--- src/rtl/core/id3_pkg.sv ---
// Shared types and constants for the ID3v2 frame extractor.
package id3_pkg;

  // Field widths of the byte stream and of the result stream, and counter widths.
  localparam int unsigned ByteW  = 8;
  localparam int unsigned IdW    = 32;
  localparam int unsigned CountW = 28;
  localparam int unsigned RemW   = 30;
  localparam int unsigned OutW   = IdW + ByteW;

  // Configuration register indexes.
  localparam logic CfgSelectMode = 1'b0;
  localparam logic CfgSearchId   = 1'b1;

  // Flag bit in the tag header that announces an extended header.
  localparam logic [ByteW-1:0] ExtHeaderFlag = 8'h40;

  // Frame id that show-all mode never selects.
  localparam logic [IdW-1:0] IdApic = 32'h41504943;

  // Range of first id characters accepted in show-all mode.
  localparam logic [ByteW-1:0] IdFirstLow  = 8'd65;
  localparam logic [ByteW-1:0] IdFirstHigh = 8'd91;

  // Printable character range.
  localparam logic [ByteW-1:0] PrintLow  = 8'd32;
  localparam logic [ByteW-1:0] PrintHigh = 8'd126;

  // Header lengths and positions, counted from zero.
  localparam logic [CountW-1:0] HdrFlagPos    = 28'd5;
  localparam logic [CountW-1:0] HdrSizeFirst  = 28'd6;
  localparam logic [CountW-1:0] HdrSizeLast   = 28'd9;
  localparam logic [CountW-1:0] ExtSizeLast   = 28'd3;
  localparam logic [CountW-1:0] ExtSizeBytes  = 28'd4;
  localparam logic [CountW-1:0] FrIdBytes     = 28'd4;
  localparam logic [CountW-1:0] FrSizeEnd     = 28'd8;
  localparam logic [CountW-1:0] FrHdrLast     = 28'd10;

  // One result of the extractor.
  typedef struct packed {
    logic [IdW-1:0]   frame_tag;
    logic [ByteW-1:0] content_byte;
    logic             is_printable;
    logic             last_in_frame;
  } id3_result_t;

endpackage

--- src/rtl/core/id3v2_frame_extractor.sv ---
// ID3v2 tag parser that streams out the content bytes of selected frames.
//
//  Channel  Ports                        Payload (lowest bit first)
//  -------  ---------------------------  ------------------------------------------
//  input    s_tvalid s_tready s_tdata    s_tdata: data_byte[7:0]
//           s_tuser                      s_tuser: start_of_file
//  output   m_tvalid m_tready m_tdata    m_tdata: frame_tag[31:0], content_byte[39:32]
//           m_tuser m_tlast              m_tuser: is_printable; m_tlast: last_in_frame
//  config   cfg_we cfg_index cfg_wdata   index 0: select_mode, index 1: search_id
//
// One byte is accepted per cycle while s_tready is high; its parse step completes
// in that cycle, and any result is registered in the output register or the skid.
// The rate is set by the single parse-state update between the input handshake and
// the result register; a two-entry output (register plus skid) absorbs one stall.
// Reset (rst, synchronous) clears the parse state, the configuration and the output.
// While the output is stalled, requests that yield no result are still taken; the
// first one that yields a result fills the skid stage, and then s_tready drops.
module id3v2_frame_extractor
  import id3_pkg::*;
(
  input  logic             clk,
  input  logic             rst,
  // Input byte stream.
  input  logic             s_tvalid,
  output logic             s_tready,
  input  logic [ByteW-1:0] s_tdata,   // data_byte[7:0]
  input  logic             s_tuser,   // start_of_file
  // Result stream.
  output logic             m_tvalid,
  input  logic             m_tready,
  output logic [OutW-1:0]  m_tdata,   // frame_tag[31:0], content_byte[39:32]
  output logic             m_tuser,   // is_printable
  output logic             m_tlast,   // last_in_frame
  // Configuration writes.
  input  logic             cfg_we,
  input  logic             cfg_index,
  input  logic [IdW-1:0]   cfg_wdata
);

  typedef enum logic [2:0] {
    PH_HEADER,
    PH_EXTSIZE,
    PH_EXTSKIP,
    PH_FRHDR,
    PH_CONTENT,
    PH_DONE
  } phase_t;

  // Configuration registers.
  logic           select_mode;
  logic [IdW-1:0] search_id;

  // Parse state.
  phase_t          phase, phase_next;
  logic [CountW-1:0] phase_count, phase_count_next;
  logic [RemW-1:0] tag_remaining, tag_remaining_next;
  logic [CountW-1:0] size_accum, size_accum_next;
  logic [IdW-1:0]  current_id, current_id_next;
  logic            ext_present, ext_present_next;
  logic            frame_selected, frame_selected_next;

  // Output register and skid stage.
  id3_result_t out_reg, skid_reg, res;
  logic        out_valid, skid_valid;
  logic        res_valid;
  logic        s_acc;

  assign s_tready = !skid_valid;
  assign s_acc    = s_tvalid && s_tready;

  assign m_tvalid = out_valid;
  assign m_tdata  = {out_reg.content_byte, out_reg.frame_tag};
  assign m_tuser  = out_reg.is_printable;
  assign m_tlast  = out_reg.last_in_frame;

  // Configuration writes.
  always_ff @(posedge clk) begin
    if (rst) begin
      select_mode <= 1'b0;
      search_id   <= '0;
    end else if (cfg_we) begin
      unique case (cfg_index)
        CfgSelectMode: select_mode <= cfg_wdata[0];
        CfgSearchId:   search_id   <= cfg_wdata;
        default:       ;
      endcase
    end
  end

  // Parse step for one byte.
  always_comb begin
    logic [ByteW-1:0]  b;
    logic [CountW-1:0] acc_shift;
    logic [CountW-1:0] len;
    logic [ByteW-1:0]  first_ch;

    b        = s_tdata;
    first_ch = current_id[IdW-1 -: ByteW];

    phase_next          = phase;
    phase_count_next    = phase_count;
    tag_remaining_next  = tag_remaining;
    size_accum_next     = size_accum;
    current_id_next     = current_id;
    ext_present_next    = ext_present;
    frame_selected_next = frame_selected;
    res_valid           = 1'b0;
    acc_shift           = '0;
    len                 = '0;

    // A restart clears the parse state before this byte is handled.
    if (s_tuser) begin
      phase_next          = PH_HEADER;
      phase_count_next    = '0;
      tag_remaining_next  = '0;
      size_accum_next     = '0;
      current_id_next     = '0;
      ext_present_next    = 1'b0;
      frame_selected_next = 1'b0;
    end

    res.frame_tag     = current_id_next;
    res.content_byte  = b;
    res.is_printable  = (b >= PrintLow) && (b <= PrintHigh);
    res.last_in_frame = (phase_count_next <= CountW'(1));

    // Every byte after the tag header uses up one byte of the tag size, down to zero.
    if (phase_next != PH_HEADER && phase_next != PH_DONE &&
        tag_remaining_next != '0) begin
      tag_remaining_next = tag_remaining_next - RemW'(1);
    end

    unique case (phase_next)
      PH_HEADER: begin
        if (phase_count_next == HdrFlagPos) begin
          ext_present_next = (b & ExtHeaderFlag) != '0;
        end
        if (phase_count_next >= HdrSizeFirst) begin
          acc_shift = (phase_count_next == HdrSizeFirst) ? '0 : size_accum_next;
          size_accum_next = {acc_shift[CountW-8:0], b[6:0]};
        end
        if (phase_count_next >= HdrSizeLast) begin
          tag_remaining_next = RemW'(size_accum_next);
          phase_count_next   = '0;
          if (ext_present_next) begin
            phase_next = PH_EXTSIZE;
          end else begin
            phase_next = (tag_remaining_next != '0) ? PH_FRHDR : PH_DONE;
          end
        end else begin
          phase_count_next = phase_count_next + CountW'(1);
        end
      end
      PH_EXTSIZE: begin
        acc_shift = (phase_count_next == '0) ? '0 : size_accum_next;
        size_accum_next = {acc_shift[CountW-8:0], b[6:0]};
        if (phase_count_next >= ExtSizeLast) begin
          if (size_accum_next > ExtSizeBytes) begin
            phase_next       = PH_EXTSKIP;
            phase_count_next = size_accum_next - ExtSizeBytes;
          end else begin
            phase_next       = (tag_remaining_next != '0) ? PH_FRHDR : PH_DONE;
            phase_count_next = '0;
          end
        end else begin
          phase_count_next = phase_count_next + CountW'(1);
        end
      end
      PH_EXTSKIP: begin
        if (phase_count_next != '0) begin
          phase_count_next = phase_count_next - CountW'(1);
        end
        if (phase_count_next == '0) begin
          phase_next = (tag_remaining_next != '0) ? PH_FRHDR : PH_DONE;
        end
      end
      PH_FRHDR: begin
        if (phase_count_next < FrIdBytes) begin
          current_id_next = (phase_count_next == '0) ? IdW'(b)
                          : {current_id_next[IdW-ByteW-1:0], b};
        end else if (phase_count_next < FrSizeEnd) begin
          acc_shift = (phase_count_next == FrIdBytes) ? '0 : size_accum_next;
          size_accum_next = {acc_shift[CountW-8:0], b[6:0]};
        end
        if (phase_count_next >= FrHdrLast) begin
          len = (size_accum_next != '0) ? size_accum_next - CountW'(1) : '0;
          if (select_mode) begin
            frame_selected_next = (current_id_next == search_id);
          end else begin
            frame_selected_next = (current_id_next != IdApic) &&
                                  (first_ch >= IdFirstLow) && (first_ch <= IdFirstHigh);
          end
          if (len != '0) begin
            phase_next       = PH_CONTENT;
            phase_count_next = len;
          end else begin
            phase_next       = (tag_remaining_next != '0) ? PH_FRHDR : PH_DONE;
            phase_count_next = '0;
          end
        end else begin
          phase_count_next = phase_count_next + CountW'(1);
        end
      end
      PH_CONTENT: begin
        res_valid = frame_selected_next;
        if (phase_count_next != '0) begin
          phase_count_next = phase_count_next - CountW'(1);
        end
        if (phase_count_next == '0) begin
          phase_next = (tag_remaining_next != '0) ? PH_FRHDR : PH_DONE;
        end
      end
      default: ;
    endcase
  end

  // Parse state registers, updated on each accepted request.
  always_ff @(posedge clk) begin
    if (rst) begin
      phase          <= PH_HEADER;
      phase_count    <= '0;
      tag_remaining  <= '0;
      size_accum     <= '0;
      current_id     <= '0;
      ext_present    <= 1'b0;
      frame_selected <= 1'b0;
    end else if (s_acc) begin
      phase          <= phase_next;
      phase_count    <= phase_count_next;
      tag_remaining  <= tag_remaining_next;
      size_accum     <= size_accum_next;
      current_id     <= current_id_next;
      ext_present    <= ext_present_next;
      frame_selected <= frame_selected_next;
    end
  end

  // Output register with a skid stage behind it.
  always_ff @(posedge clk) begin
    if (rst) begin
      out_valid  <= 1'b0;
      skid_valid <= 1'b0;
    end else if (!out_valid || m_tready) begin
      if (skid_valid) begin
        out_valid  <= 1'b1;
        skid_valid <= 1'b0;
      end else begin
        out_valid <= s_acc && res_valid;
      end
    end else if (s_acc && res_valid) begin
      skid_valid <= 1'b1;
    end
  end

  always_ff @(posedge clk) begin
    if (!out_valid || m_tready) begin
      out_reg <= skid_valid ? skid_reg : res;
    end else if (s_acc && res_valid) begin
      skid_reg <= res;
    end
  end

  // The skid stage only fills behind a waiting result.
  a_skid_behind_out: assert property (@(posedge clk) disable iff (rst)
    skid_valid |-> out_valid)
    else $error("skid stage holds a result while the output register is empty");

  // Reset leaves the parser at the tag header with no pending result.
  a_reset_clears: assert property (@(posedge clk)
    rst |=> (phase == PH_HEADER) && !out_valid && !skid_valid)
    else $error("reset did not clear parser and output");

  // A restart byte is tag header byte zero.
  a_restart: assert property (@(posedge clk) disable iff (rst)
    (s_acc && s_tuser) |=> (phase == PH_HEADER) && (phase_count == CountW'(1)))
    else $error("restart byte was not taken as the first header byte");

  // Content phase always has bytes left to read.
  a_content_count: assert property (@(posedge clk) disable iff (rst)
    (phase == PH_CONTENT) |-> (phase_count != '0))
    else $error("content phase with a zero byte count");

endmodule

--- config.mk ---
export PLATFORM = sky130hd
export DESIGN_NAME = id3v2_frame_extractor
export DESIGN_NICKNAME = d
export VERILOG_FILES = /design/src/rtl/core/id3_pkg.sv /design/src/rtl/core/id3v2_frame_extractor.sv
export SDC_FILE = /design/constraint.sdc
export NUM_CORES = 1
export LEC_CHECK = 0
export ABC_AREA = 1
export BUFFER_PORTS_ARGS = -buffer_cell sky130_fd_sc_hd__buf_2
export CAP_MARGIN = 20
export CORE_MARGIN = 2
export CORE_UTILIZATION = 33
export DETAILED_ROUTE_END_ITERATION = 10
export SLEW_MARGIN = 5
export SYNTH_ARGS = -nofsm -noshare
export SYNTH_HDL_FRONTEND = slang
export SYNTH_SLANG_ARGS = --single-unit
--- constraint.sdc ---
create_clock -name clk -period 8.2 [get_ports clk]
set_clock_uncertainty 0.15 [all_clocks]
set_input_delay 0 -clock clk [delete_from_list [all_inputs] [get_ports clk]]
set_output_delay 0 -clock clk [all_outputs]
set_load 0.1 [all_outputs]
==> run_results.csv <==
group,metric,value,unit
run_status,outcome,"completed",
power,power_density,193,nW/µm²
placed_design,place_area,17700,µm²
logic_synthesis,syn_avg_cell_area,6.47,µm²
logic_synthesis,ys.flop_type,"dfxtp_1",
logic_synthesis,synth.largest_area_cell,"dfxtp_1",
timing,rsz0062_at_grt,"false",
logic_synthesis,ys_warn_count,0,
routing,vias_per_cell,5.44,
clock_network,htree_levels,1,
routing,drc_errors,0,
clock_network,cts.sinks,242,
logic_synthesis,synthCells,2611,
grt,antenna_found_initial,0,
logic_synthesis,synth-simple-area-share,0.324,
final_layout,final_net_count,2764,
die,core-area,50400,µm²
hold_path,hold_class,"input port to register",
setup_path,reg2reg_slack,2.91,ns
clock_network,cts_tree,"done",
power,p_leak,8.87,nW
timing,finalCritPeriodShare,0.692,
clock_network,cts_buffer_depth,3,
timing,max_freq,176,MHz
timing,period_needed,5.68,ns
routing,drtAntennaViolNets,0,
grt,grt_pass1_vias,17400,
setup_path,cp_max_fo,62,
placed_design,dp_slack,2.29,ns
final_layout,final_common_cell,"nand2_1",
timing,max-slew-margin-rel,0.319,
clock_network,cts_resized,0,
die,fp.dieArea,53000,µm²
logic_synthesis,synthTopCellsByArea,"dfxtp_1 (19%), nand2_1 (17%), edfxtp_1 (15%), o21ai_0 (7.0%), a21oi_1 (6.6%)",
clock_network,cts-buffers-inserted,28,
final_layout,largest_register_ffs,42,
placed_design,gp_congestion,1.02,
grt,overflow,0,
final_layout,drive_above_1_share,0.0818,
timing,fin_ws,2.52,ns
clock_network,clkTransAtPathRegs,0.06,ns
die,fp-row-count,82,
final_layout,final_cell_mix,"nand2_1 (748), nor2_1 (269), o21ai_0 (236)",
setup_path,crit_arrival,6.01,ns
clock_network,root_buffer,"clkbuf_16",
setup_path,worstPathRequired,8.53,ns
placed_design,port_buffers,90,
routing,vias,18500,
logic_synthesis,synthAdderAreaFrac,0.00889,
final_layout,post-route-util,0.388,
logic_synthesis,ys_seq_area_frac,0.337,
setup_path,end_kind,"register",
setup_path,critPathKind,"input port to register",
timing,hold_viol_final,0,
logic_synthesis,synth_edf_count,84,
clock_network,clk_latency,0.59,ns
timing,setup_tns,0,ns
timing,drv_slew,0,
routing,firstDrtPassIters,7,
logic_synthesis,muxShareOfSynthArea,0,
power,irDropWorstVdd,0.000156,V
die,start_util,0.335,
routing,wl,64700,µm
setup_path,startpoint_type,"input port",
logic_synthesis,synth_cell_types,52,
routing,wl_per_cell,19.0,µm
timing,tightest_slew,1.02,ns
grt,grt_pass1_wl,100000,µm
logic_synthesis,synth_seq_cells,242,
die,die_h,230,µm
logic_synthesis,syn_nets,2670,
logic_synthesis,synthesis.area,16900,µm²
die,die_x,230,µm
timing,hold_ws,0.0630,ns
logic_synthesis,synth_top_area_frac,0.187,
grt,grt_max_degree,98,
grt,grt_use_total,0.238,
logic_synthesis,synth_top_family_by_area,"simple AND/OR/NAND/NOR gates",
final_layout,num-fill-cells,5345,
clock_network,post_cts_buffers,0,
final_layout,syn_to_final_growth,15.7,%
logic_synthesis,synth-xor-area-share,0.0498,
logic_synthesis,synthArstFlopShare,0,
final_layout,design_area,19500,µm²
routing,drt_iter0_drc,2148,
timing,setup_viol,0,
final_layout,n_antenna_cell,0,
die,pin_count,91,
placed_design,dp_hpwl,47300,µm
logic_synthesis,synth_compound_area_frac,0.191,
run,cap_violations,0,
clock_network,hold_buffers,85,
==> power breakdown <==
group | internal, W | switching, W | leakage, nW
registers | 0.00128 | 0.0000225 | 2.23
clock network | 0.000727 | 0.000551 | 0.437
logic | 0.000346 | 0.000842 | 6.20
==> worst paths after layout <==
path / start / depth (start not counted) / to
min reg2reg: size_accum[24]$_SDFFE_PP0P_ / 2 / size_accum[24]$_SDFFE_PP0P_
min: cfg_we / 5 / search_id[3]$_SDFFE_PP0P_
max: s_tuser / 18 / phase[1]$_SDFFE_PP0P_
max reg2reg: phase_count[1]$_SDFFE_PP0P_ / 16 / phase[1]$_SDFFE_PP0P_
==> Yosys cell counts (4+ instances only) <==
cell       instances
ha_1              12
nor2_2            13
a21oi_1          221
buf_1              7
edfxtp_1          84
xnor2_1           22
dfxtp_1          158
o211ai_1          17
nand2_1          750
nor3_1            37
buf_6             10
o31ai_1           10
nand3_1          123
clkinv_1           4
buf_2             16
nor4_1            15
nor2_4             8
o221ai_1           8
o21ai_1            6
a221oi_1           7
clkbuf_1          96
a211oi_1           4
inv_1            233
o2111ai_1         17
o22ai_1           35
nand4_1           42
o21ai_0          236
inv_2              9
nand2_2           30
nor2_1           270
xor2_1            74
==> final cells by class <==
class / instances / area, µm² / share of cell area
Multi-Input combinational cell: 1993 / 9710 / 0.497
Sequential cell: 242 / 5690 / 0.291
Timing Repair Buffer: 194 / 1450 / 0.0744
Inverter: 246 / 927 / 0.0475
Tap cell: 672 / 841 / 0.0430
Clock buffer: 35 / 727 / 0.0372
Clock inverter: 17 / 190 / 0.00973
==> worst max-delay path, stage by stage <==
cell and delay [ns]:
dlygate4sd3_1 0.52, buf_2 0.40, inv_4 0.38, buf_4 0.48, nand2_2 0.27, nand4_1 0.13, nor4_1 0.67, inv_1 0.56
nand2_1 0.80, nor2_1 0.08, a31oi_1 0.42, nand3_1 0.13, nor3b_1 0.57, a21boi_0 0.21, nor2_1 0.15, nand3_1 0.08
nand2_1 0.06, inv_1 0.04
==> kinds of logic (layout without fill, tap and decap cells) <==
logic type,after synthesis,after routing
XOR/XNOR,96,96
AO/OA/AOI/OAI,583,583
buffers and inverters,376,492
AND/OR/NAND/NOR,1302,1302
flip-flops,242,242
adder cells (fa/ha/maj),12,12
==> routing by layer <==
layer | wire [µm] | part of all wire | GRT usage
met5 | 0 | 0 | 0
met4 | 2100 | 0.032 | 0.0734
met3 | 5200 | 0.080 | 0.0355
met2 | 29200 | 0.45 | 0.384
met1 | 28300 | 0.44 | 0.326
==> through the flow <==
stage,instances,total power (W)
2_1_floorplan,2611,0.00214
3_3_place_gp,3260,0.00244
3_5_place_dp,3260,0.00245
4_1_cts,3397,0.00376
5_1_grt,3399,0.00397
6_report,3399,0.00376
Note: power is estimated with default switching activity, not from simulation.
